## config.mk

```make
export PLATFORM = sky130hd
export DESIGN_NAME = adlf_queue
export DESIGN_NICKNAME = d
export VERILOG_FILES = /design/src/hw/rtl/adlf_pkg.sv /design/src/hw/rtl/adlf_queue.sv
export SDC_FILE = /design/constraint.sdc
export NUM_CORES = 1
export LEC_CHECK = 0
export ABC_CLOCK_PERIOD_IN_PS = 1400
export BUFFER_PORTS_ARGS = -buffer_cell sky130_fd_sc_hd__buf_2
export CORE_ASPECT_RATIO = 1.5
export CORE_MARGIN = 1
export CORE_UTILIZATION = 40
export DETAILED_ROUTE_END_ITERATION = 6
export GPL_ROUTABILITY_DRIVEN = 0
export PLACE_DENSITY_LB_ADDON = 0.3
export SKIP_CTS_REPAIR_TIMING = 1
export SYNTH_ARGS = -nofsm -noshare
export SYNTH_HDL_FRONTEND = slang
export SYNTH_SLANG_ARGS = --single-unit
```

## constraint.sdc

```tcl
create_clock -name clk -period 1.4 [get_ports clk]
set_clock_uncertainty 0.15 [all_clocks]
set_input_delay 0.28 -clock clk [delete_from_list [all_inputs] [get_ports clk]]
set_output_delay 0.28 -clock clk [all_outputs]
set_load 0.05 [all_outputs]
```

## src/hw/rtl/adlf_pkg.sv

```systemverilog
// Shared constants and types of the adjacent duplicate line filter
package adlf_pkg;

    localparam int MAX_LINE  = 256;
    localparam int LEN_W     = $clog2(MAX_LINE);
    localparam int WORD_AW   = LEN_W - 3;
    localparam int MEM_AW    = WORD_AW + 1;
    localparam int WORD_W    = 64;
    localparam int COUNT_W   = 4;
    localparam logic [7:0] NEWLINE = 8'd10;
    localparam logic [LEN_W-1:0] FULL_LEN = LEN_W'(MAX_LINE - 1);

    typedef logic [LEN_W-1:0] len_t;

    typedef struct packed {
        logic buf_sel;
        len_t len;
    } desc_t;

    typedef struct packed {
        logic valid;
        logic buf_sel;
    } done_t;

    typedef struct packed {
        logic              en;
        logic [MEM_AW-1:0] addr;
        logic [2:0]        lane;
        logic [7:0]        data;
    } wr_t;

endpackage

```

## src/hw/rtl/adlf_queue.sv

```systemverilog
// Two-entry queue of line descriptors between front and back
module adlf_queue
(
    input  logic            clk,
    input  logic            rst_n,
    input  logic            push,
    input  adlf_pkg::desc_t push_desc,
    input  logic            pop,
    output logic            head_valid,
    output adlf_pkg::desc_t head_desc,
    output logic            full
);

    adlf_pkg::desc_t entry_reg [0:1];
    logic            wr_ptr_reg;
    logic            rd_ptr_reg;
    logic [1:0]      count_reg;
    logic [1:0]      count_next;

    always_comb
    begin
        count_next = count_reg;
        if (push && !pop)
        begin
            count_next = count_reg + 2'd1;
        end
        else if (pop && !push)
        begin
            count_next = count_reg - 2'd1;
        end
    end

    always_ff @(posedge clk or negedge rst_n)
    begin
        if (!rst_n)
        begin
            wr_ptr_reg <= 1'b0;
            rd_ptr_reg <= 1'b0;
            count_reg  <= 2'd0;
        end
        else
        begin
            if (push)
            begin
                wr_ptr_reg <= ~wr_ptr_reg;
            end
            if (pop)
            begin
                rd_ptr_reg <= ~rd_ptr_reg;
            end
            count_reg <= count_next;
        end
    end

    always_ff @(posedge clk)
    begin
        if (push)
        begin
            entry_reg[wr_ptr_reg] <= push_desc;
        end
    end

    assign head_valid = (count_reg != 2'd0);
    assign head_desc  = entry_reg[rd_ptr_reg];
    assign full       = (count_reg == 2'd2);

endmodule

```

* Word-level counts from Yosys, hierarchy flattened *
Memory sizes are Yosys's and may differ from the RTL's.
Index checks and enable logic that the tools add are counted.

cells by class
  add/sub/neg operators = 2
  eq/ne operators = 1
  multiplexer cells = 4
  bitwise gates (word level) = 2
  reduce and logical (&&, ||, !) cells = 6

operator list
  cell                                               number
  two-way mux 2 bit                                  2
  nonzero test 2 bit                                 2
  adder 2 x 1 -> 2 bit (second input constant)       1
  equality test 2 bit (second input constant)        1
  logical AND 1 bit                                  2
  logical NOT 1 bit                                  2
  two-way mux 1 bit                                  2
  inverter 1 bit                                     2
  subtractor 2 x 1 -> 2 bit (second input constant)  1

word-level totals
  bits in registers = 4
  RAM bits = 18
  word-level logic and storage cells = 19
  memories kept = 1

memory list
  name       words  width  rd ports  clocked after Yosys merged registers in  wr ports  RTL line          RTL
  entry_reg  2      9      1         0                                        1         adlf_queue.sv:14  adlf_pkg::desc_t entry_reg [0:1];

* Logic depth before layout (Yosys ltp) *
  depth after elaboration = 4
  gate-level depth with buffers = 5

* Worst setup path after synthesis *
OpenSTA, ideal clock, no wires.

  kind = reg2reg
  start point = register wr_ptr_reg
  end point = memory entry_reg[0][0] in the netlist's numbering, enable pin
  arrival = 0.832 ns
  setup slack = 0.043 ns
  stages on the path, launching flop included = 2
  clock period less this slack = 1.357 ns
  cells stage by stage = dfrtp_1 -> nor2b_1

RTL lines
  element                 RTL line          RTL
  start, declared         adlf_queue.sv:15  logic wr_ptr_reg;
  start signal, assigned  adlf_queue.sv:45  wr_ptr_reg <= ~wr_ptr_reg;
  end, declared           adlf_queue.sv:14

No word-level cell before the write port.

==> results.sh <==
export IMPL_syn_area_per_cell_um2=20.0
export IMPL_placed_cell_area_um2=1060
export IMPL_worst_r2r_cell_count=5
export IMPL_whs_path_depth=1
export IMPL_min_to="entry_reg[1][4]"
export IMPL_hold_class="in -> reg"
export IMPL_synth_top_cell_area_share_pct=61.5
export IMPL_antenna_found_initial=0
export IMPL_cts_sinks=22
export IMPL_final_design_area_no_fill_um2=1190
export IMPL_rsz0062_at_grt="true"
export IMPL_ys_types=13
export IMPL_fin_ws_ns=-0.355
export IMPL_finalSetupViolations=11
export IMPL_layout_commonest_cell="edfxtp_1"
export IMPL_ios=24
export IMPL_r2r_setup_slack_ns=0.09
export IMPL_min_from="push_desc[4]"
export IMPL_syn_cell_area_um2=878
export IMPL_vias=472
export IMPL_violations="negative setup slack"
export IMPL_mostFrequentLayoutCells="edfxtp_1, buf_2, buf_6"
export IMPL_grt_remaining_overflow=0
export IMPL_drv_cap=0
export IMPL_path_clk_slew_ns=0.11
export IMPL_dieArea_um2=2390
export IMPL_cts_tree="yes"
export IMPL_place_ws_ns=-0.0925
export IMPL_crit_arrival_ns=1.32
export IMPL_area_growth_syn_to_layout_pct=36.0
export IMPL_tightest_slew_ns=0.397
export IMPL_clock_root_buffer="clkbuf_4"
export IMPL_fin_setup_tns_ns=-3.34
export IMPL_status="finished, violations left"
export IMPL_dp_cells=93
export IMPL_relSlewSlack_pct=73.5
export IMPL_first_pass_iters=1
export IMPL_cp_start_kind="register"
export IMPL_numCtsBuffers=3
export IMPL_rr_endpoint="count_reg[1]"
export IMPL_p_per_area_nw_per_um2=2280
export IMPL_die_height_um=59.4
export IMPL_finalCriticalPeriod_ns=1.75
export IMPL_synthCells=44
export IMPL_grt_max_degree=13
export IMPL_max_freq_mhz=570
export IMPL_synth_seq_area_share_pct=72.9
export IMPL_grt_pass1_wl_mm=1.90
export IMPL_nets=95
export IMPL_worst_ep_required_time_ns=0.97
export IMPL_power_static_leakage_nw=0.519
export IMPL_num_rows=20
export IMPL_final_cells=102
export IMPL_hold_viol=0
export IMPL_clkLatencyLatePin_ns=0.28
export IMPL_drive_gt1_share_pct=56.3
export IMPL_diodes=0
export IMPL_ys_seq_elements=22
export IMPL_routed_via_density=4.63
export IMPL_port_buffers=23
export IMPL_syn_nets=58
export IMPL_path_class="reg -> out"
export IMPL_initial_core_util_pct=42.8
export IMPL_ant_nets=0
export IMPL_final_max_slew_viol_count=0
export IMPL_die_width_um=40.3
export IMPL_grt_pass1_vias=473
export IMPL_yosys_area_top_type="edfxtp_1"
export IMPL_wl_per_cell_um=11.7
export IMPL_power_mw=2.72
export IMPL_largest_reg_flops=18
export IMPL_ys_warn_count=0
export IMPL_crit_path_max_fanout=7
export IMPL_fill_cells=172
export IMPL_drt_wl_total_mm=1.20
export IMPL_vdd_drop_max_uv=1360
export IMPL_hold_ws_ns=0.0261
export IMPL_track_usage_pct=12.0
export IMPL_synth_area_top_cells="edfxtp_1, mux2_4, dfrtp_1, xor2_1, ha_1"
export IMPL_cts_path_max_buffers=2
export IMPL_drt_initial_drc_count=0
export IMPL_dp_hpwl_um=926
export IMPL_fin_crit_sh_pct=125
export IMPL_reg2reg_from="count_reg[0]"
export IMPL_post_route_util_pct=58.2
export IMPL_remaining_drc_errors=0
export IMPL_htreeDepth=1
export IMPL_cp_end_kind="output port"
export IMPL_core_area_um2=2050
-- where the power goes --
part	internal, mW	switching [mW]	leakage, nW	total, mW
registers	0.888	0.0743	0.216	0.962
clock network	0.103	0.153	0.0154	0.257
logic	0.705	0.800	0.288	1.50
-- kinds of logic (layout without fill, tap and decap cells) --
family	Yosys count	count (layout)	share of synthesized area, %
flops	22	22	72.9
fa+ha+maj	1	1	1.42
mux	9	9	15.4
simple gates	5	5	3.56
xor+xnor	5	5	4.99
buf+inv	2	38	1.71
-- synthesized netlist by cell type --
| master | instances |
|---|---|
| buf_6 | 1 |
| and2b_2 | 1 |
| dfrtp_1 | 4 |
| inv_1 | 1 |
| xor2_1 | 4 |
| nor2b_1 | 1 |
| or2_1 | 1 |
| nor2_1 | 1 |
| ha_1 | 1 |
| mux2_4 | 9 |
| xnor2_1 | 1 |
| and2_1 | 1 |
| edfxtp_1 | 18 |
-- worst max-delay path, stage by stage, from the launching register on --
cell	delay (ns)
dfrtp_1	0.43
buf_12	0.16
mux2_4	0.30
buf_6	0.15
-- cell type report --
| cell class | instances | area, um^2 | share of cell area (%) |
|---|---|---|---|
| inverter | 1 | 3.75 | 0.314 |
| clock inverter | 1 | 3.75 | 0.314 |
| tap | 22 | 27.5 | 2.30 |
| clock buffer | 3 | 22.5 | 1.88 |
| multi-input combinational | 20 | 223 | 18.6 |
| timing repair buffer | 33 | 274 | 22.9 |
| sequential | 22 | 641 | 53.6 |
-- layer usage --
metal / up-vias / part of all wire (%) / track usage, %
met5: - / 0 / 0
met4: 0 / 0.75 / 5.71
met3: 2 / 3.8 / 2.26
met2: 17 / 64 / 22.1
met1: 217 / 32 / 11.8
li1: 236 / - / -
-- worst max-delay path by stage --
stage	from	end	slack, ns	depth (start not counted)
finish	rd_ptr_reg	head_desc[3]	-0.35	3
global route	rd_ptr_reg	head_desc[3]	-0.41	3
CTS	rd_ptr_reg	head_desc[3]	-0.42	3
detailed placement	rd_ptr_reg	head_desc[3]	-0.09	3
global placement	rd_ptr_reg	head_desc[8]	-0.08	3
floorplan	wr_ptr_reg	entry_reg[0][0]	0.04	1
Note: power is estimated with default switching activity, not from simulation.
