--- src/hw/rtl/adlf_pkg.sv ---
// Shared constants and types of the adjacent duplicate line filter
package adlf_pkg;

    localparam int MAX_LINE  = 256;
    localparam int LEN_W     = $clog2(MAX_LINE);
    localparam int WORD_AW   = LEN_W - 3;
    localparam int MEM_AW    = WORD_AW + 1;
    localparam int WORD_W    = 64;
    localparam int COUNT_W   = 4;
    localparam logic [7:0] NEWLINE = 8'd10;
    localparam logic [LEN_W-1:0] FULL_LEN = LEN_W'(MAX_LINE - 1);

    typedef logic [LEN_W-1:0] len_t;

    typedef struct packed {
        logic buf_sel;
        len_t len;
    } desc_t;

    typedef struct packed {
        logic valid;
        logic buf_sel;
    } done_t;

    typedef struct packed {
        logic              en;
        logic [MEM_AW-1:0] addr;
        logic [2:0]        lane;
        logic [7:0]        data;
    } wr_t;

endpackage

--- src/hw/rtl/adlf_back.sv ---
// Back end: read queued lines word by word and drive the output channel
module adlf_back
(
    input  logic                         clk,
    input  logic                         rst_n,
    input  logic                         head_valid,
    input  adlf_pkg::desc_t              head_desc,
    output adlf_pkg::done_t              done,
    output logic                         rd_en,
    output logic [adlf_pkg::MEM_AW-1:0]  rd_addr,
    input  logic [adlf_pkg::WORD_W-1:0]  rd_data,
    output logic                         out_valid,
    input  logic                         out_stall,
    output logic [adlf_pkg::WORD_W-1:0]  out_word,
    output logic [adlf_pkg::COUNT_W-1:0] byte_count,
    output logic                         last
);

    logic [adlf_pkg::WORD_AW-1:0] word_idx_reg;
    logic [adlf_pkg::WORD_AW-1:0] word_idx_next;
    logic                         inflight_reg;
    logic                         inflight_next;
    logic                         out_valid_reg;
    logic                         out_valid_next;
    logic [adlf_pkg::WORD_W-1:0]  out_word_reg;
    logic [adlf_pkg::WORD_W-1:0]  out_word_next;
    logic [adlf_pkg::COUNT_W-1:0] byte_count_reg;
    logic [adlf_pkg::COUNT_W-1:0] byte_count_next;
    logic                         last_reg;
    logic                         last_next;
    logic                         is_last;
    adlf_pkg::len_t               pos;

    always_comb
    begin
        is_last = (word_idx_reg == head_desc.len[adlf_pkg::LEN_W-1:3]);
        out_word_next = '0;
        for (int k = 0; k < 8; k++)
        begin
            pos = {word_idx_reg, 3'(k)};
            if (pos < head_desc.len)
            begin
                out_word_next[8*k +: 8] = rd_data[8*k +: 8];
            end
            else if (pos == head_desc.len)
            begin
                out_word_next[8*k +: 8] = adlf_pkg::NEWLINE;
            end
        end
        byte_count_next = is_last ? ({1'b0, head_desc.len[2:0]} + 4'd1) : 4'd8;
        last_next       = is_last;

        rd_en   = head_valid && !inflight_reg && (!out_valid_reg || !out_stall);
        rd_addr = {head_desc.buf_sel, word_idx_reg};

        word_idx_next  = word_idx_reg;
        inflight_next  = rd_en;
        out_valid_next = out_valid_reg && out_stall;
        done.valid     = 1'b0;
        done.buf_sel   = head_desc.buf_sel;
        if (inflight_reg)
        begin
            out_valid_next = 1'b1;
            if (is_last)
            begin
                done.valid    = 1'b1;
                word_idx_next = '0;
            end
            else
            begin
                word_idx_next = word_idx_reg + adlf_pkg::WORD_AW'(1);
            end
        end
    end

    always_ff @(posedge clk or negedge rst_n)
    begin
        if (!rst_n)
        begin
            word_idx_reg  <= '0;
            inflight_reg  <= 1'b0;
            out_valid_reg <= 1'b0;
        end
        else
        begin
            word_idx_reg  <= word_idx_next;
            inflight_reg  <= inflight_next;
            out_valid_reg <= out_valid_next;
        end
    end

    always_ff @(posedge clk)
    begin
        if (inflight_reg)
        begin
            out_word_reg   <= out_word_next;
            byte_count_reg <= byte_count_next;
            last_reg       <= last_next;
        end
    end

    assign out_valid  = out_valid_reg;
    assign out_word   = out_word_reg;
    assign byte_count = byte_count_reg;
    assign last       = last_reg;

endmodule

--- config.mk ---
export PLATFORM = sky130hd
export DESIGN_NAME = adlf_back
export DESIGN_NICKNAME = d
export VERILOG_FILES = /design/src/hw/rtl/adlf_pkg.sv /design/src/hw/rtl/adlf_back.sv
export SDC_FILE = /design/constraint.sdc
export NUM_CORES = 1
export LEC_CHECK = 0
export BUFFER_PORTS_ARGS = -buffer_cell sky130_fd_sc_hd__buf_2
export CAP_MARGIN = 20
export CORE_MARGIN = 3
export CORE_UTILIZATION = 30
export CTS_BUF_LIST = sky130_fd_sc_hd__clkbuf_8
export CTS_CLUSTER_SIZE = 12
export DETAILED_ROUTE_END_ITERATION = 8
export SLEW_MARGIN = 40
export SYNTH_ARGS = -nofsm -noshare
export SYNTH_HDL_FRONTEND = slang
export SYNTH_SLANG_ARGS = --single-unit
--- constraint.sdc ---
create_clock -name clk -period 3.35 [get_ports clk]
set_input_delay 0.8375 -clock clk [delete_from_list [all_inputs] [get_ports clk]]
set_output_delay 0.8375 -clock clk [all_outputs]
set_load 0.01 [all_outputs]
Word level (Yosys, flattened, before mapping)
Index checks and enable logic that the tools add are counted.

Bits in registers: 76. Bits of input ports: 77. Output and inout bits: 79. Logic and storage cells: 52.

Add/sub/neg operators: 2. Order comparisons: 8. Eq/ne operators: 9. Muxes and demuxes: 20. Reduce and logical (&&, ||, !) cells: 7.

Operators by type and width (count): $eq 8x8->1 (8); $lt 8x8->1 (8); $mux 8 (8); $mux 4 (8); $add 5x1->5 const B (1); $eq 5x5->1 (1); $mux 5 (1); $add 3x1->4 const B (1); $logic_and 1x1->1 (3); $logic_not 1->1 (3); $mux 1 (3); $logic_or 1x1->1 (1).

Logic depth before layout (Yosys ltp)
Gate-level depths: netlist of the first run.

Word-level depth: 3. Mapped depth: 7. Mapped depth without buffers: 7.

Least setup slack after synthesis of the first run
No wires, ideal clock.

Path kind: reg-to-output. From: register inflight_reg. To: output port done[1] (netlist name). Arrival time: 2.276 ns. Data required time: 2.513 ns. Setup slack: 0.236 ns. Stages on the path, launching flop included: 3. Buffers on the path: 1. Cells stage by stage: dfrtp_1 clkbuf_1 and3_1.

RTL lines: start, declared (RTL line adlf_back.sv:21) `logic inflight_reg;`; start signal, assigned (RTL line adlf_back.sv:87) `inflight_reg <= inflight_next;`; end, declared (RTL line adlf_back.sv:8) `output adlf_pkg::done_t done,`.

==> qor.csv, run 1 <==
metric,value,unit
fmax,377,MHz
finalMaxSlewViolations,0,
multi_input_area,982,µm²
path_max_fanout,4,
relSlewSlack,0.540,
p_leak,2.04,nW
fin_skew,10.4,ps
drv_cap,0,
htreeDepth,3,
fin_nets,479,
final_cell_mix,"buf_2 (152), edfxtp_1 (69), and2_1 (48)",
drc,0,
gr-total-overflow,0,
clk_pin_slew,80,ps
place.detailed.hpwl,5930,µm
fin_setup_tns,0,ps
synth_area_per_cell,14.4,µm²
pin_count,156,
power_density,599,nW/µm²
drive_above_1_share,0.452,
p_sw_frac,0.276,
fin_area,4480,µm²
initial_core_util,0.316,
post_cts_resized,0,
cp.required,2510,ps
synth_nets,320,
cts_tree,done,
cts_max_path_buffers,2,
cts_made_buffers,9,
vias_per_cell,4.49,
p_int,1.94,mW
cp-end-kind,primary output,
dpl-instance-area,4250,µm²
ys_seq_area_frac,0.674,
fp.dieArea,12400,µm²
cts_hold_buf,0,
cts_sinks,76,
area_delta_synth_final,34.3,%
critPathArrivalTime,1810,ps
die_x,111,µm
synth_seq_cells,76,
seq_power_share,0.464,
min_period_over_period,0.791,
final_common_cell,buf_2,
status,"complete, no violations",
finalCriticalPeriod,2650,ps
clock_insertion_delay_worst_skew,350,ps
post_cts_buffers,0,
synth_cell_types,39,
p_comb_frac,0.232,
drt_iter0_markers,115,
cts-root-buf,clkbuf_8,
hold_class,input pin to async pin,
wl_per_cell,14.7,µm
yosysWarnings,0,
syn_area,3330,µm²
dr.pass1.iters,6,
n_antenna_cell,0,
setup_viol,0,
coreArea,10600,µm²
grt_pass1_wl,12200,µm
netlist_instances,232,
grt_max_degree,79,
worst_pin_slew,690,ps
hold_violations,0,
routed_wl,7830,µm
grt_pass1_vias,2369,
io_buffers,152,
place_congestion,0.733,
grt_use_total,0.126,
vdd_drop_max,283,µV
start_kind,input pin,
rsz0062_at_grt,no,
seqCellArea,2250,µm²
power_switching,0.740,mW
critPathKind,input pin to primary output,
core.rowCount,37,
die_y,111,µm
antenna_found_initial,0,
vias,2391,
fillers,1020,
drt.antenna.violating_nets,0,
pwr-share-clk,0.303,
largest_reg_flops,64,
## critical path, cell delays in order
cell	delay (ps)
buf_2	70
inv_1	30
ha_1	330
and4_1	230
and3_1	180
buf_2	130
## Yosys cell counts, drive strengths merged
master / instances / area, µm²
edfxtp: 69 / 2070
and2: 48 / 300
inv: 16 / 60.1
a21o: 12 / 90.1
ha: 11 / 138
a21oi: 10 / 87.6
dfrtp: 7 / 175
nand2: 7 / 26.3
nand3: 6 / 35.0
buf: 5 / 36.3
mux2i: 5 / 50.1
nor2: 5 / 26.3
a22o: 4 / 35.0
nand2b: 3 / 18.8
o21ai: 3 / 26.3
a32o: 2 / 20.0
and3: 2 / 12.5
nor3b: 2 / 15.0
nor4: 2 / 18.8
o22ai: 2 / 12.5
and4: 1 / 8.76
clkbuf: 1 / 3.75
clkinv: 1 / 3.75
nand4: 1 / 6.26
nor2b: 1 / 6.26
nor3: 1 / 5.00
o21a: 1 / 7.51
o21bai: 1 / 7.51
o221a: 1 / 11.3
o2bb2ai: 1 / 8.76
xnor2: 1 / 8.76
## power by group through the flow
stage	Clock, mW	Combinational (mW)	Sequential, mW
6_report	0.814	0.623	1.25
3_3_place_gp	0	0.620	1.26
4_1_cts	0.837	0.636	1.25
3_5_place_dp	0	0.632	1.27
5_1_grt	0.882	0.694	1.26
2_1_floorplan	0	0.314	1.34
## per-layer routing
metal | track usage | vias up | part of all wire
li1 | - | 1153 | -
met1 | 0.160 | 1122 | 0.43
met2 | 0.203 | 105 | 0.47
met3 | 0.0348 | 11 | 0.074
met4 | 0.0543 | 0 | 0.019
met5 | 0 | - | 0
## stage by stage
stage	utilization	total power [mW]	worst slack (ps)	hold slack, ps	cells
after floorplan	-	1.66	236	542	232
after global placement	0.402	1.88	725	482	516
after detailed placement	0.402	1.90	635	504	516
after CTS	0.424	2.72	687	295	532
after global routing	0.424	2.84	630	301	532
final	0.424	2.68	701	309	532
## area by class of cell
| cell class | count | share of cell area |
|---|---|---|
| multi-input combinational | 133 | 0.219 |
| tap | 136 | 0.0380 |
| clock inverter | 7 | 0.0238 |
| sequential | 76 | 0.503 |
| inverter | 17 | 0.0143 |
| clock buffer | 9 | 0.0277 |
| timing repair buffer | 154 | 0.174 |
## final timing paths
check | slack [ps] | end | from | cells past startpoint
max in group asynchronous | 2860 | inflight_reg | rst_n | 1
worst max-delay path | 700 | done[1] | head_desc[7] | 6
worst max register to register | 1160 | out_word[33] | word_idx_reg[4] | 6
worst min-delay path | 310 | out_valid | rst_n | 1
worst min register to register | 520 | out_valid | out_valid | 1
min in group clk | 520 | out_valid | out_valid | 1
## kinds of logic after synthesis
group                      share of synthesized area
and+or+nand+nor                                0.144
DFF                                            0.674
AOI/OAI and AO/OA                             0.0920
buffers and inverters                         0.0312
adders and majority gates                     0.0413
muxes                                         0.0150
xor gates and xnor gates                     0.00263
No activity file was read; power rests on OpenSTA's default activity.
==> run 2: changes to the inputs <==
- clock period: 3.35 -> 2.7 ns (I/O delays scaled with it)
==> run 2 against run 1 <==
Against the previous run:
- largest power group unchanged
- power rose by 32%
- largest cell class unchanged
- non-clock buffer count unchanged
- clock skew decreased by 6.0 ps
- combinational power up 22%
- critical path type is now flop to primary output
- wire length down 0.38%
==> qor.csv, run 2 (synthesis results as in run 1) <==
metric,value,unit,change
status,"complete, no violations",,
cts_made_buffers,9,,unchanged
cp-end-kind,primary output,,
grt_pass1_wl,12400,µm,+1.4%
worst_pin_slew,561,ps,-128 ps
drt.antenna.violating_nets,0,,unchanged
grt_max_degree,46,,-42%
io_buffers,152,,unchanged
p_leak,2.06,nW,+0.93%
place_congestion,0.766,,+4.5%
gr-total-overflow,0,,unchanged
initial_core_util,0.316,,unchanged
relSlewSlack,0.626,,+0.0855
vdd_drop_max,337,µV,+19%
critPathKind,flop to primary output,,
post_cts_buffers,0,,unchanged
wl_met3,600,µm,+4.2%
routed_wl,7800,µm,-0.38%
vias_per_cell,4.48,,-0.42%
cts_tree,done,,
power_density,781,nW/µm²,+30%
cts-root-buf,clkbuf_8,,
cts_sinks,76,,unchanged
drc,0,,unchanged
hold_class,input pin to async pin,,
final_common_cell,buf_2,,
antenna_found_initial,0,,unchanged
final_cell_mix,"buf_2 (152), edfxtp_1 (69), and2_1 (48)",,
clock_insertion_delay_worst_skew,340,ps,about the same
drive_above_1_share,0.460,,+0.00758
hold_violations,0,,unchanged
coreArea,10600,µm²,unchanged
highest_layer,met4,,
critPathArrivalTime,1710,ps,-100 ps
dpl-instance-area,4240,µm²,about the same
fin_area,4530,µm²,+1.2%
vias,2381,,-0.42%
fin_nets,479,,unchanged
fp.dieArea,12400,µm²,unchanged
start_kind,flop,,
fillers,1018,,-0.20%
cp-startpoint,word_idx_reg[4],,
finalCriticalPeriod,2390,ps,
wl_met2,3710,µm,-0.38%
cts_hold_buf,0,,unchanged
grt_pass1_vias,2408,,+1.6%
largest_reg_flops,64,,unchanged
cp.required,2030,ps,-480 ps
r2r_setup_slack,700,ps,-460 ps
core.rowCount,37,,unchanged
fin_skew,4.32,ps,-6.04 ps
die_y,111,µm,unchanged
met1_length,3350,µm,-1.3%
clk_pin_slew,80,ps,about the same
htreeDepth,3,,unchanged
drv_cap,0,,unchanged
min_period_over_period,0.884,,
reg2reg_from,word_idx_reg[4],,
area_delta_synth_final,35.9,%,
cts_max_path_buffers,2,,unchanged
n_antenna_cell,0,,unchanged
fmax,419,MHz,
place.detailed.hpwl,6000,µm,+1.3%
finalMaxSlewViolations,0,,unchanged
wl_per_cell,14.7,µm,-0.38%
die_x,111,µm,unchanged
grt_use_total,0.128,,+0.00160
rsz0062_at_grt,no,,
drt_iter0_markers,129,,+12%
setup_viol,0,,unchanged
post_cts_resized,0,,unchanged
pin_count,156,,unchanged
dr.pass1.iters,4,,-2
fin_setup_tns,0,ps,unchanged
path_max_fanout,5,,+1
-- run 2: changes by cell type in the layout (fill, tap and decap cells not counted), sizes merged --
cell      previous run  this run
bufinv               3         5
clkinv               4         2
clkinvlp             0         1
inv                 17        16
-- run 2: through the flow --
step                       util  worst slack (ps)  instances  power [mW]  hold slack (ps)
after floorplan               -               384        232        2.05              379
after CTS                 0.429               284        532        3.59              129
final                     0.429               313        532        3.54              161
after global routing      0.429               196        532        3.74              131
after detailed placement  0.402               344        516        2.36              492
after global placement    0.402               361        516        2.34              481
-- run 2: cell type report --
type / instances / area [µm²] / area share
flip-flops and latches: 76 / 2250 / 0.497
well taps: 136 / 170 / 0.0376
repair buffers: 154 / 776 / 0.171
clock inverters: 7 / 163 / 0.0359
multi-input cells: 133 / 982 / 0.217
inverters: 17 / 63.8 / 0.0141
clock buffers: 9 / 124 / 0.0273
-- run 2: final timing paths --
kind,depth (start not counted),to
setup / recovery,4,done[1]
hold / removal,1,word_idx_reg[0]
setup reg to reg,6,out_word[33]
hold reg to reg,1,out_valid
max in group asynchronous,1,inflight_reg
min in group clk,1,out_valid
-- run 2: per-layer routing --
metal,global-route usage,vias to the layer above
met5,0,-
met4,0.0568,0
met3,0.0402,13
met2,0.205,96
met1,0.158,1121
li1,-,1151
-- run 2: power breakdown --
| part | switching [mW] | total (mW) | internal [mW] |
|---|---|---|---|
| clock | 0.418 | 1.22 | 0.799 |
| combinational | 0.429 | 0.757 | 0.329 |
| sequential | 0.0824 | 1.56 | 1.48 |
| total | 0.929 | 3.54 | 2.61 |
-- run 2: worst max-delay path: stages (launching register included) --
cell	delay [ps]
dfrtp_1	440
ha_1	350
and4_1	250
and3_1	190
buf_2	140
==> run 3: changes to the inputs <==
- ABC_AREA: unset -> 1
==> run 3 against run 2 <==
Against the previous run:
- non-clock buffer count up 1
- highest routed layer unchanged
- worst hold slack worse by 7.7 ps
- critical path type unchanged
- via count is 11% higher
- final area grew 0.97%
- critical path depth stayed put
==> qor.csv, run 3 <==
metric,value,unit,change
grt_use_total,0.125,,-0.00306
worst_pin_slew,688,ps,+126 ps
synth-xor-area-share,0.00256,,-0.0000682
place.detailed.hpwl,6090,µm,+1.5%
fmax,426,MHz,+1.8%
yosys.area_share.simple,0.201,,+0.0570
setup_viol,0,,unchanged
yosysWarnings,0,,unchanged
grt_pass1_wl,12300,µm,-0.11%
cts_max_path_buffers,2,,unchanged
drive_above_1_share,0.386,,-0.0737
final_common_cell,buf_2,,
n_antenna_cell,0,,unchanged
synth_common_cells,"edfxtp_1 (69), inv_1 (67), nor2_1 (54), nand2_1 (49), nand3_1 (22)",,
final_cell_mix,"buf_2 (152), inv_1 (69), edfxtp_1 (69)",,
finalCriticalPeriod,2350,ps,-41.4 ps
synth_top_family_by_area,simple AND/OR/NAND/NOR gates,,
post_cts_resized,0,,unchanged
largest_reg_flops,64,,unchanged
synthTopCellsByArea,"edfxtp_1 (61%), inv_1 (7.3%), nor2_1 (5.9%)",,
start_kind,flop,,
yosysMostFrequentCell,edfxtp_1,,
drt.antenna.violating_nets,0,,unchanged
vias,2634,,+11%
synthMuxAreaShare,0,,-0.0150
rsz0062_at_grt,no,,
clock_insertion_delay_worst_skew,350,ps,about the same
cts_sinks,76,,unchanged
min_period_over_period,0.869,,-0.0153
gr-total-overflow,0,,unchanged
htreeDepth,3,,unchanged
synth_compound_area_frac,0.00841,,-0.0836
antenna_found_initial,0,,unchanged
grt_max_degree,55,,+20%
status,"complete, no violations",,
critPathArrivalTime,1670,ps,-40 ps
hold_class,input pin to async pin,,
dr.pass1.iters,4,,unchanged
drt_iter0_markers,130,,+0.78%
synth_area_per_cell,10.8,µm²,-25%
yosysTopAreaCell,edfxtp_1,,
fin_setup_tns,0,ps,unchanged
cts_made_buffers,9,,unchanged
synth_top_area_frac,0.605,,-0.0161
io_buffers,152,,unchanged
cts-root-buf,clkbuf_8,,
finalMaxSlewViolations,0,,unchanged
synth_cell_types,24,,-38%
pin_count,156,,unchanged
hold_violations,0,,unchanged
fin_nets,566,,+18%
path_max_fanout,6,,+1
synth_fa_ha_area_frac,0.0402,,-0.00107
post_cts_buffers,0,,unchanged
ys_seq_area_frac,0.657,,-0.0175
cts_hold_buf,0,,unchanged
area_delta_synth_final,33.6,%,
vias_per_cell,4.23,,-5.4%
die_y,113,µm,+1.3%
die_x,113,µm,+1.3%
drc,0,,unchanged
clk_pin_slew,80,ps,about the same
cp.required,2030,ps,about the same
fp.dieArea,12700,µm²,+2.5%
synth_nets,405,,+27%
cp-end-kind,primary output,,
initial_core_util,0.312,,-0.00422
power_density,867,nW/µm²,+11%
whs,153,ps,-7.69 ps
grt_pass1_vias,2589,,+7.5%
critPathKind,flop to primary output,,
core.rowCount,38,,+2.7%
netlist_instances,317,,+37%
cts_tree,done,,
coreArea,11000,µm²,+4.1%
routed_wl,7870,µm,+0.79%
synth_edf_count,69,,unchanged
relSlewSlack,0.542,,-0.0841
async_reset_ff_frac,0.0921,,unchanged
place_congestion,0.722,,-5.7%
vdd_drop_max,350,µV,+3.9%
synth_ff_type,edfxtp_1,,
p_leak,2.33,nW,+13%
fin_skew,11.7,ps,+7.34 ps
wl_per_cell,12.6,µm,-14%
syn_area,3420,µm²,+2.7%
drv_cap,0,,unchanged
synth_seq_cells,76,,unchanged
[run 3: metal layers]
metal | global-route usage | share of wire | up-vias
met5 | 0 | 0 | -
met4 | 0.0393 | 0.012 | 0
met3 | 0.0471 | 0.093 | 10
met2 | 0.198 | 0.47 | 99
met1 | 0.158 | 0.43 | 1206
li1 | - | - | 1319
[run 3: final timing paths]
| path | start | endpoint | slack (ps) | cells after the start |
|---|---|---|---|---|
| min | rst_n | word_idx_reg[4] | 150 | 1 |
| max in group asynchronous | rst_n | inflight_reg | 2350 | 1 |
| max reg2reg | word_idx_reg[4] | out_word[59] | 870 | 9 |
| max | word_idx_reg[0] | done[1] | 350 | 4 |
| min in group clk | out_valid | out_valid | 520 | 2 |
| min reg2reg | out_valid | out_valid | 520 | 2 |
[run 3: logic make-up (layout without fill, tap and decap cells)]
| logic type | count (synthesis) | after routing |
|---|---|---|
| AOI/OAI and AO/OA | 5 | 5 |
| xor gates and xnor gates | 1 | 1 |
| adders and majority gates | 11 | 11 |
| buffers and inverters | 76 | 241 |
| DFF | 76 | 76 |
| and+or+nand+nor | 148 | 148 |
[run 3: final cells by class]
| class | count | area (µm²) |
|---|---|---|
| clock buffer | 9 | 124 |
| clock inverter | 6 | 106 |
| fill | 1114 | 6410 |
| inverter | 71 | 272 |
| multi-input combinational | 165 | 862 |
| sequential | 76 | 2250 |
| tap | 140 | 175 |
| timing repair buffer | 155 | 783 |
[run 3: worst max-delay path, cell delays in order, from the launching register on]
cell	delay, ps
dfrtp_1	450
ha_1	470
nand2_1	110
nor2_1	140
buf_2	150
[run 3: stage by stage]
step | instances | instance area (µm²) | power [mW] | util | setup slack, ps
after CTS | 622 | 4570 | 4.04 | 0.416 | 322
after floorplan | 317 | 3420 | 2.57 | - | 336
final | 622 | 4570 | 3.97 | 0.416 | 354
after detailed placement | 607 | 4340 | 3.01 | 0.395 | 383
after global placement | 607 | 4340 | 2.96 | 0.395 | 426
after global routing | 622 | 4570 | 4.25 | 0.416 | 186
[run 3: power by group]
part | leakage [nW] | internal [mW] | switching (mW)
clock | 0.122 | 0.604 | 0.407
combinational | 1.46 | 0.441 | 0.789
sequential | 0.746 | 1.62 | 0.104
