===== config.mk =====
export PLATFORM = sky130hd
export DESIGN_NAME = adlf_front
export DESIGN_NICKNAME = d
export VERILOG_FILES = /design/src/hw/rtl/adlf_pkg.sv /design/src/hw/rtl/adlf_front.sv
export SDC_FILE = /design/constraint.sdc
export NUM_CORES = 1
export LEC_CHECK = 0
export BUFFER_PORTS_ARGS = -buffer_cell sky130_fd_sc_hd__buf_2
export CAP_MARGIN = 20
export CORE_UTILIZATION = 30
export CTS_CLUSTER_SIZE = 8
export DETAILED_ROUTE_END_ITERATION = 8
export PLACE_DENSITY = 0.66
export SYNTH_ARGS = -nofsm -noshare
export SYNTH_HDL_FRONTEND = slang
export SYNTH_SLANG_ARGS = --single-unit

===== constraint.sdc =====
create_clock -name clk -period 4.8 [get_ports clk]
set_clock_uncertainty 0.05 [all_clocks]
set_input_delay 0.24 -clock clk [delete_from_list [all_inputs] [get_ports clk]]
set_output_delay 0.24 -clock clk [all_outputs]
set_load 0.01 [all_outputs]

===== src/hw/rtl/adlf_pkg.sv =====
// Shared constants and types of the adjacent duplicate line filter
package adlf_pkg;

    localparam int MAX_LINE  = 256;
    localparam int LEN_W     = $clog2(MAX_LINE);
    localparam int WORD_AW   = LEN_W - 3;
    localparam int MEM_AW    = WORD_AW + 1;
    localparam int WORD_W    = 64;
    localparam int COUNT_W   = 4;
    localparam logic [7:0] NEWLINE = 8'd10;
    localparam logic [LEN_W-1:0] FULL_LEN = LEN_W'(MAX_LINE - 1);

    typedef logic [LEN_W-1:0] len_t;

    typedef struct packed {
        logic buf_sel;
        len_t len;
    } desc_t;

    typedef struct packed {
        logic valid;
        logic buf_sel;
    } done_t;

    typedef struct packed {
        logic              en;
        logic [MEM_AW-1:0] addr;
        logic [2:0]        lane;
        logic [7:0]        data;
    } wr_t;

endpackage


===== src/hw/rtl/adlf_front.sv =====
// Front end: accept bytes, build lines, compare with previous line, queue lines to emit
module adlf_front
(
    input  logic                         clk,
    input  logic                         rst_n,
    input  logic                         in_valid,
    output logic                         in_stall,
    input  logic [7:0]                   data_byte,
    input  logic                         end_of_stream,
    output adlf_pkg::wr_t                wr,
    output logic [adlf_pkg::MEM_AW-1:0]  rd_addr,
    input  logic [adlf_pkg::WORD_W-1:0]  rd_data,
    output logic                         push,
    output adlf_pkg::desc_t              push_desc,
    input  logic                         q_full,
    input  adlf_pkg::done_t              done
);

    adlf_pkg::len_t line_len_reg;
    adlf_pkg::len_t line_len_next;
    adlf_pkg::len_t prev_len_reg;
    adlf_pkg::len_t prev_len_next;
    logic           have_prev_reg;
    logic           have_prev_next;
    logic           mismatch_reg;
    logic           mismatch_next;
    logic           cmp_valid_reg;
    logic           cmp_valid_next;
    logic [7:0]     cmp_byte_reg;
    logic [7:0]     cmp_byte_next;
    logic [2:0]     cmp_off_reg;
    logic [2:0]     cmp_off_next;
    logic           wsel_reg;
    logic           wsel_next;
    logic [1:0]     busy_reg;
    logic [1:0]     busy_next;

    logic           is_newline;
    logic           pend_mis;
    logic           same;
    logic           finish;
    logic           emit;
    logic           store;
    logic           tgt;
    logic           accept;
    adlf_pkg::len_t idx;

    always_comb
    begin
        is_newline = (data_byte == adlf_pkg::NEWLINE);
        pend_mis   = cmp_valid_reg && (rd_data[{cmp_off_reg, 3'b000} +: 8] != cmp_byte_reg);
        same       = have_prev_reg && (prev_len_reg == line_len_reg)
                     && !(mismatch_reg || pend_mis);
        if (end_of_stream)
        begin
            finish = (line_len_reg != '0);
        end
        else if (is_newline)
        begin
            finish = 1'b1;
        end
        else
        begin
            finish = (line_len_reg == adlf_pkg::FULL_LEN);
        end
        emit     = finish && !same;
        store    = !end_of_stream && !is_newline;
        tgt      = (emit && !end_of_stream) ? ~wsel_reg : wsel_reg;
        in_stall = (emit && (busy_reg[wsel_reg] || q_full)) || (store && busy_reg[tgt]);
        accept   = in_valid && !in_stall;
        idx      = finish ? '0 : line_len_reg;

        line_len_next  = line_len_reg;
        prev_len_next  = prev_len_reg;
        have_prev_next = have_prev_reg;
        mismatch_next  = mismatch_reg || pend_mis;
        cmp_valid_next = 1'b0;
        cmp_byte_next  = data_byte;
        cmp_off_next   = idx[2:0];
        wsel_next      = wsel_reg;
        busy_next      = busy_reg;
        wr.en          = 1'b0;
        wr.addr        = {tgt, idx[adlf_pkg::LEN_W-1:3]};
        wr.lane        = idx[2:0];
        wr.data        = data_byte;
        rd_addr        = {~tgt, idx[adlf_pkg::LEN_W-1:3]};
        push           = accept && emit;
        push_desc.buf_sel = wsel_reg;
        push_desc.len     = line_len_reg;

        if (done.valid)
        begin
            busy_next[done.buf_sel] = 1'b0;
        end
        if (push)
        begin
            busy_next[wsel_reg] = 1'b1;
        end

        if (accept)
        begin
            if (end_of_stream)
            begin
                line_len_next  = '0;
                prev_len_next  = '0;
                have_prev_next = 1'b0;
                mismatch_next  = 1'b0;
            end
            else
            begin
                if (finish)
                begin
                    line_len_next = '0;
                    mismatch_next = 1'b0;
                    if (emit)
                    begin
                        prev_len_next  = line_len_reg;
                        have_prev_next = 1'b1;
                        wsel_next      = ~wsel_reg;
                    end
                end
                if (store)
                begin
                    wr.en          = 1'b1;
                    line_len_next  = idx + adlf_pkg::LEN_W'(1);
                    cmp_valid_next = 1'b1;
                end
            end
        end
    end

    always_ff @(posedge clk or negedge rst_n)
    begin
        if (!rst_n)
        begin
            line_len_reg  <= '0;
            prev_len_reg  <= '0;
            have_prev_reg <= 1'b0;
            mismatch_reg  <= 1'b0;
            cmp_valid_reg <= 1'b0;
            wsel_reg      <= 1'b0;
            busy_reg      <= 2'b00;
        end
        else
        begin
            line_len_reg  <= line_len_next;
            prev_len_reg  <= prev_len_next;
            have_prev_reg <= have_prev_next;
            mismatch_reg  <= mismatch_next;
            cmp_valid_reg <= cmp_valid_next;
            wsel_reg      <= wsel_next;
            busy_reg      <= busy_next;
        end
    end

    always_ff @(posedge clk)
    begin
        cmp_byte_reg <= cmp_byte_next;
        cmp_off_reg  <= cmp_off_next;
    end

endmodule


Word level (Yosys, flattened, before mapping)
Cells that the tools add are included.
Widths: inputs -> output; s select.
{"block": "totals", "inputBits": 79, "register_bits": 33, "ramBits": 0, "elab_cells": 79, "latch_bits": 0, "romBits": 0, "mem_count": 0}
{"block": "op_classes", "reduce_logical": 25, "div": 0, "n_addsub": 1, "mul": 0, "muxes": 28, "bitwise_logic": 6, "n_lt_le_gt_ge": 5, "shift": 1, "n_eq_ne": 4}
{"op": "$shiftx 64x7->8", "count": 1}
{"op": "$mux 8", "count": 6}
{"op": "$mux 1", "count": 18}
{"op": "$logic_and 1x1->1", "count": 12}
{"op": "$add 8x1->8 const B", "count": 1}
{"op": "$eq 8x4->1 const B", "count": 1}
{"op": "$eq 8x8->1", "count": 1}
{"op": "$eq 8x8->1 const B", "count": 1}
{"op": "$ne 8x8->1", "count": 1}
{"op": "$reduce_bool 8->1", "count": 1}
{"op": "$lt 1x2->1 const B", "count": 3}
{"op": "$logic_not 1->1", "count": 5}
{"op": "$mux 2", "count": 2}
{"op": "$reduce_and 4->1", "count": 1}
{"op": "$reduce_bool 2->1", "count": 2}
{"op": "$logic_or 1x1->1", "count": 3}
{"op": "$not 1->1", "count": 3}
{"op": "$reduce_and 3->1", "count": 1}
{"op": "$and 2x2->2", "count": 1}
{"op": "$demux 1 s1", "count": 2}
{"op": "$ge 1x1->1 const B", "count": 2}
{"op": "$not 2->2", "count": 1}
{"op": "$or 2x2->2", "count": 1}

Depth between registers and ports, before layout
Gate-level depths: netlist of run 1.
{"block": "depth", "depth_word": 18, "mapped_depth": 12, "ltp_nobuf": 8}

Worst setup path before layout of run 1
No wires, ideal clock.
{"block": "synth_path", "kind": "register -> output", "from": "register cmp_off_reg[0]", "to": "output wr[16] (netlist bit)", "slack_ns": 1.946, "arrival_ns": 2.564, "n_path_buf": 3, "required_ns": 4.510, "path_stages_with_launch": 12, "path_cell_list": "dfxtp_1 > buf_6 > buf_8 > mux4_2 > mux2i_1 > xor2_1 > nand4_2 > o31a_1 > nor2b_1 > or3_1 > xnor2_1 > buf_4"}
{"block": "synth_via", "elab_chain_len": 10}
{"item": "from (decl)", "line": "adlf_front.sv:31", "source": "logic [2:0] cmp_off_reg;"}
{"item": "from (signal assigned)", "line": "adlf_front.sv:159", "source": "cmp_off_reg <= cmp_off_next;"}
{"item": "$shiftx 64x7->8", "line": "adlf_front.sv:51", "source": "pend_mis = cmp_valid_reg && (rd_data[{cmp_off_reg, 3'b000} +: 8] != cmp_byte_reg);"}
{"item": "$ne 8x8->1", "line": "adlf_front.sv:51"}
{"item": "$logic_and 1x1->1", "line": "adlf_front.sv:51"}
{"item": "$logic_or 1x1->1", "line": "adlf_front.sv:53", "source": "&& !(mismatch_reg || pend_mis);"}
{"item": "$logic_not 1->1", "line": "adlf_front.sv:53"}
{"item": "$logic_and 1x1->1", "line": "adlf_front.sv:53"}
{"item": "$logic_not 1->1", "line": "adlf_front.sv:66", "source": "emit = finish && !same;"}
{"item": "$logic_and 1x1->1", "line": "adlf_front.sv:66"}
{"item": "$logic_and 1x1->1", "line": "adlf_front.sv:68", "source": "tgt = (emit && !end_of_stream) ? ~wsel_reg : wsel_reg;"}
{"item": "$mux 1", "line": "adlf_front.sv:68"}
{"item": "to (decl)", "line": "adlf_front.sv:10", "source": "output adlf_pkg::wr_t wr,"}
No other way between the ends.

Worst setup path in the final report of run 1
{"block": "layout_path", "from": "register cmp_off_reg[1]", "to": "output push"}
{"block": "layout_via", "elab_chain_len": 17, "word_cells_on_any_way": 18}
{"item": "$shiftx 64x7->8 *", "line": "adlf_front.sv:51"}
{"item": "$ne 8x8->1 *", "line": "adlf_front.sv:51"}
{"item": "$logic_and 1x1->1 *", "line": "adlf_front.sv:51"}
{"item": "$logic_or 1x1->1 *", "line": "adlf_front.sv:53"}
{"item": "$logic_not 1->1 *", "line": "adlf_front.sv:53"}
{"item": "$logic_and 1x1->1 *", "line": "adlf_front.sv:53"}
{"item": "$logic_not 1->1 *", "line": "adlf_front.sv:66"}
{"item": "$logic_and 1x1->1 *", "line": "adlf_front.sv:66"}
{"item": "$logic_and 1x1->1", "line": "adlf_front.sv:68"}
{"item": "$mux 1", "line": "adlf_front.sv:68"}
{"item": "$mux 1 (not written as such) (2 in series)", "line": "adlf_front.sv:69", "source": "in_stall = (emit && (busy_reg[wsel_reg] || q_full)) || (store && busy_reg[tgt]);"}
{"item": "$logic_and 1x1->1", "line": "adlf_front.sv:69"}
{"item": "$logic_or 1x1->1", "line": "adlf_front.sv:69"}
{"item": "$logic_not 1->1", "line": "adlf_front.sv:70", "source": "accept = in_valid && !in_stall;"}
{"item": "$logic_and 1x1->1", "line": "adlf_front.sv:70"}
{"item": "$logic_and 1x1->1 *", "line": "adlf_front.sv:87", "source": "push = accept && emit;"}
{"item": "to (decl)", "line": "adlf_front.sv:13", "source": "output logic push,"}
Every way passes the cells marked *; elsewhere a longest branch is shown, timed or not. The select of a mux whose other input is x is not followed.

==> qor.txt, run 1 <==
outcome = finished clean
Crit path largest cell delay = 700 ps
Core Rows = 31
placed inst area = 0.00283 sq mm
DP Worst Slack = 1440 ps
clk buf depth = 2
Fmax achieved = 0.274 GHz
CP Max Fanout = 19
worst min path class = input pin to flip-flop
WL final = 6.54 mm
synthesized area = 0.00233 sq mm
share of cells above drive strength 1 = 0.414
Initial DRC Count = 130
Synth Area in XOR/XNOR = 0.0564
Adder-Cell Fraction of Synth Area = 0.00537
cell taking the most area after synthesis = dfrtp_1
Synth cell types = 48
Final Setup Violations = 0
Max Cap Violations = 0
crit-path leading delay family = multiplexers
ANT nets after route = 0
CTS H-Tree Depth = 2
power per cell area = 380 mW/mm^2
Worst EP arrival = 3360 ps
GP Congestion = 0.782
drt pass-1 iters = 4
Final Hold Viols = 0
Skew-Pair Late Insertion Delay = 280 ps
measured slew at the worst slew-check pin = 612 ps
final max-slew violation count = 0
main combinational cell family by area after synthesis = compound AO/OA/AOI/OAI gates
CTS buffer count = 5
Core ar. = 0.00737 sq mm
max_slew headroom = 0.589
antenna cell count = 0
Setup crit start = cmp_off_reg[1]
Synth Area in Compound Gates = 0.177
vias = 2161
dominant cells by area after synthesis = dfrtp_1 24%, dfxtp_1 9.4%, mux2i_1 9.4%
Worst setup SP type = flip-flop
IO Pins = 114
unrepaired setup endpoints after global routing = false
syn nets = 307
Nets = 400
Commonest cells post-synth = 22 x dfrtp_1, 22 x mux2i_1, 17 x buf_4
crit share post-route = 0.761
Post-Synth Simple-Gate Area = 0.169
top_reg_cell synth = dfrtp_1
clock sinks = 33
worst setup margin = 1150 ps
CP Class = flip-flop to primary output
GR Util All Layers = 0.164
number of synthesized flops with an enable pin = 0
IO Port Bufs = 113
total gr overflow = 0
Syn. warnings = 0
setup bufs post-CTS = 0
clk slew on worst S/H paths = 70 ps
die area = 0.00813 sq mm
via density per instance = 5.15
largest net degree at the start of global routing = 24
Crit Reg-Reg Startpoint = cmp_off_reg[1]
die width = 90.1 microns
Slowest-stage cell, CP = dfxtp_1
Gate Count Post-Synth = 227
maximum vdd drop = 0.197 mV
TritonCTS clock tree = done
Avg Inst Size Synth = 10.3 sq um
share of the synthesized area in the top cell type = 0.236
Final Cell Area = 0.00292 sq mm
dpl hpwl = 5.27 mm
Die Ht = 90.1 microns
Yosys reg bits = 33
hold_sp = data_byte[5]
number of global-route vias before repair = 2093
crit path cell chain = mux4_2 -> mux2i_1 -> xor2_1 -> nand4_2 -> o311ai_4 -> o2111ai_4 -> nor3_1 -> buf_2
initial antenna violation count = 0
sequential fraction of the synthesis area = 0.331
CP Data Required Time = 4510 ps
Min Clock Period, post-route = 3650 ps
Initial Util = 0.316
CP Capture Type = primary output
async set-or-reset flop fraction in the synthesized netlist = 0.667
routed len/inst = 15.6 microns
buffers and inverters on the worst path = 1
Util after Layout = 0.396
filler cell count = 753
mux contribution to synthesized area = 0.172
Area Overhead vs Synth = 25.2%
# DRC = 0
CTS root buffer = clkbuf_8
first-pass GRT wire length = 10.6 mm
setup TNS = 0 ps
Leak = 1.36 nW
[metrics by stage]
stage	power, mW	instances	hold slack (ps)
final	1.11	420	30.1
after global routing	1.19	420	24.7
after CTS	1.12	420	21.8
after detailed placement	0.920	411	186
after global placement	0.912	411	185
after floorplan	0.799	227	-106
[worst register-to-register path, delay by kind of cell (launching register included)]
kind	cells	cell delay [ps]
compound gates	4	1350
mux	2	770
flops	1	700
xor+xnor	1	240
simple gates	1	190
[cells in the final DEF (no fill, tap or decap), drive strengths merged, types with 3 or more instances in the layout]
cell / netlist / layout
a21o: 4 / 4
a21oi: 4 / 4
a22o: 13 / 13
a22oi: 5 / 5
and2: 6 / 6
and3: 6 / 6
and4: 3 / 3
buf: 23 / 114
clkbuf: 6 / 6
dfrtp: 22 / 22
dfxtp: 11 / 11
mux2i: 22 / 22
mux4: 8 / 8
nand2: 9 / 9
nand3: 6 / 6
nand4: 6 / 6
nor2: 10 / 10
nor2b: 5 / 5
nor3: 3 / 3
nor4: 3 / 3
o21ai: 7 / 7
o31ai: 3 / 3
or3: 3 / 3
xnor2: 11 / 11
xor2: 4 / 4
[final cells by class]
| type | instances | area, sq um | share of cell area |
|---|---|---|---|
| Tap cell | 99 | 124 | 0.0425 |
| Sequential cell | 33 | 771 | 0.264 |
| Inverter | 2 | 7.51 | 0.00257 |
| Clock buffer | 6 | 72.6 | 0.0249 |
| Clock inverter | 2 | 10.0 | 0.00343 |
| Timing Repair Buffer | 115 | 583 | 0.200 |
| Multi-Input combinational cell | 163 | 1350 | 0.463 |
[power breakdown]
group / switching [mW] / internal [mW] / leakage (nW)
clock: 0.0976 / 0.100 / 0.0450
sequential: 0.0832 / 0.330 / 0.384
combinational: 0.254 / 0.244 / 0.931
[timing repair]
| item | CTS | global route |
|---|---|---|
| hold endpoints to repair | 22 | 0 |
| hold buffers | 1 | 0 |
| endpoints found under the setup margin | 0 | 0 |
| resized for setup | 0 | 0 |
[final timing paths]
path	slack (ps)	depth (start not counted)	to
min in group asynchronous	400	2	prev_len_reg[1]
max in group asynchronous	3970	2	prev_len_reg[3]
worst min register to register	450	1	have_prev_reg
worst max-delay path	1150	8	push
worst max register to register	1390	8	prev_len_reg[4]
worst min-delay path	30	1	cmp_byte_reg[5]
[routing by layer]
metal  wire length, microns  vias to the layer above  part of all wire  track usage
li1                       -                     1037                 -            -
met1                   2790                     1016              0.43        0.208
met2                   3170                      102              0.49        0.273
met3                    501                        6             0.077       0.0431
met4                     69                        0             0.011       0.0457
met5                      0                        -                 0            0
[logic make-up (layout without fill, tap and decap cells)]
family	after synthesis	in the layout
xor+xnor	15	15
mux	30	30
fa+ha+maj	1	1
buf+inv	31	125
simple gates	66	66
flops	33	33
compound gates	51	51
Power figures use the tool's default switching activity.
==> run 2, diff against run 1 <==
==> constraint.sdc (replaced) <==
create_clock -name clk -period 3.8 [get_ports clk]
set_clock_uncertainty 0.05 [all_clocks]
set_input_delay 0.19 -clock clk [delete_from_list [all_inputs] [get_ports clk]]
set_output_delay 0.19 -clock clk [all_outputs]
set_load 0.01 [all_outputs]
==> run 2 against run 1 <==
Compared with the run above: via count increased by 2.3%; core utilization increased by 2.0 points; worst hold slack improved by 130 ps; sequential share of layout area decreased by 1.2 points; largest cell class unchanged; largest power group unchanged.
==> qor.txt, run 2 (synthesized netlist as in run 1, its figures left out) <==
worst setup margin = 404 ps (-741 ps)
CP Capture Type = primary output
total gr overflow = 0 (unchanged)
measured slew at the worst slew-check pin = 676 ps (+63.4 ps)
antenna cell count = 0 (unchanged)
placed inst area = 0.00286 sq mm (+1.1%)
largest net degree at the start of global routing = 23 (-4.2%)
CP Data Required Time = 3560 ps (-950 ps)
Crit path largest cell delay = 560 ps (-140 ps)
Final Setup Violations = 0 (unchanged)
first-pass GRT wire length = 10.7 mm (+0.20%)
clock sinks = 33 (unchanged)
Max Cap Violations = 0 (unchanged)
Skew-Pair Late Insertion Delay = 290 ps (about the same)
GP Congestion = 0.809 (+3.4%)
vias = 2211 (+2.3%)
routed len/inst = 15.6 microns (+0.40%)
TritonCTS clock tree = done
initial antenna violation count = 0 (unchanged)
Die Ht = 90.1 microns (unchanged)
Most Frequent Cell on Critical Path = buf_2
Core ar. = 0.00737 sq mm (unchanged)
setup slack, reg-to-reg = 740 ps (-650 ps)
Util after Layout = 0.416 (+0.0197)
CTS H-Tree Depth = 2 (unchanged)
Leak = 1.43 nW (+4.9%)
ANT nets after route = 0 (unchanged)
total power = 1.52 mW (+37%)
CP Max Fanout = 9 (-10)
r2r worst-path depth = 9 (+1)
drt pass-1 iters = 4 (unchanged)
crit path cell chain = dlygate4sd3_1 -> buf_2 -> nor4bb_1 -> a21oi_1 -> a21o_1 -> o21ai_0 -> o311ai_4 -> o2111ai_4 -> nor3_1 -> buf_2
Min Clock Period, post-route = 3400 ps
crit share post-route = 0.894
WL final = 6.75 mm (+3.3%)
IO Pins = 114 (unchanged)
IO Port Bufs = 113 (unchanged)
Hold Crit Depth = 3 (+2)
most frequent cells in the layout = 113 x buf_2, 22 x mux2i_1, 22 x dfrtp_1
Final Hold Viols = 0 (unchanged)
clk buf depth = 2 (unchanged)
Worst EP arrival = 3160 ps (-200 ps)
die area = 0.00813 sq mm (unchanged)
GR Util All Layers = 0.163 (-0.000867)
unrepaired setup endpoints after global routing = false
Initial Util = 0.316 (unchanged)
outcome = finished clean
power per cell area = 496 mW/mm^2 (+30%)
Nets = 412 (+3.0%)
clk slew on worst S/H paths = 60 ps (about the same)
number of global-route vias before repair = 2100 (+0.33%)
die width = 90.1 microns (unchanged)
Hold Path Sink = busy_reg[1]
Worst setup SP type = input pin
setup TNS = 0 ps (unchanged)
maximum vdd drop = 0.208 mV (+5.2%)
via density per instance = 5.12 (-0.53%)
Area Overhead vs Synth = 31.4%
Crit Reg-Reg Startpoint = cmp_off_reg[0]
CTS buffer count = 5 (unchanged)
CTS root buffer = clkbuf_8
dpl hpwl = 5.36 mm (+1.5%)
final max-slew violation count = 0 (unchanged)
Setup crit start = data_byte[3]
Fmax achieved = 0.295 GHz
# DRC = 0 (unchanged)
RR Endpoint = prev_len_reg[3]
DP Worst Slack = 527 ps (-916 ps)
Final Cell Area = 0.00306 sq mm (+5.0%)
most common cell after layout, fill and taps aside = buf_2
max_slew headroom = 0.550 (-0.0392)
Slowest-stage cell, CP = a21oi_1
share of cells above drive strength 1 = 0.414 (about the same)
worst min path class = input pin to flip-flop
Core Rows = 31 (unchanged)
CP Class = input pin to primary output
hold_sp = done[0]
Initial DRC Count = 83 (-36%)
run 2: changes by cell type in the layout (fill, tap and decap cells not counted), sizes merged:
cell / change
clkbuf: +1
buf: +4
bufinv: +1
dlygate4sd3: +8
clkinv: -2
run 2: worst max-delay path, delay by kind of cell:
family / cells / cell delay (ps)
AND/OR/NAND/NOR: 2 / 510
buffers and inverters: 3 / 900
AO/OA/AOI/OAI: 5 / 1570
run 2: layout make-up:
class	instances	area, sq um
fill	762	4310
multi-input combinational	163	1350
sequential	33	772
timing repair buffer	127	693
tap	99	124
clock buffer	7	86.3
clock inverter	1	30.0
inverter	2	7.51
run 2: how the worst max path moves through the flow:
stage                   to  slack [ps]  cells after the start
detailed placement  wr[16]         530                     10
global placement    wr[16]         580                     10
floorplan           wr[16]        1000                     11
finish                push         400                     10
global route        wr[16]         140                     10
CTS                 wr[16]         190                     10
run 2: power breakdown:
part	internal [mW]	total, mW	switching [mW]
clock	0.214	0.336	0.122
combinational	0.330	0.674	0.344
sequential	0.418	0.509	0.0910
total	0.962	1.52	0.557
run 2: routing by layer:
| metal | vias to the layer above | global-route usage | routed length, microns |
|---|---|---|---|
| met1 | 1046 | 0.199 | 2900 |
| met5 | - | 0 | 0 |
| met3 | 7 | 0.0381 | 486 |
| met2 | 104 | 0.285 | 3300 |
| met4 | 0 | 0.0444 | 62 |
| li1 | 1054 | - | - |
run 2: what timing repair did:
action                                  CTS  global route
gates resized for setup                   0             1
buffers inserted                          0             0
endpoints found under the setup margin    0             2
hold buffers                              7             2
hold endpoints to repair                 28             2
run 2: per-stage QoR:
step / hold WS [ps] / instances
2_1_floorplan: -156 / 227
3_3_place_gp: 142 / 415
3_5_place_dp: 147 / 415
4_1_cts: 1.81 / 430
5_1_grt: 179 / 432
6_report: 162 / 432
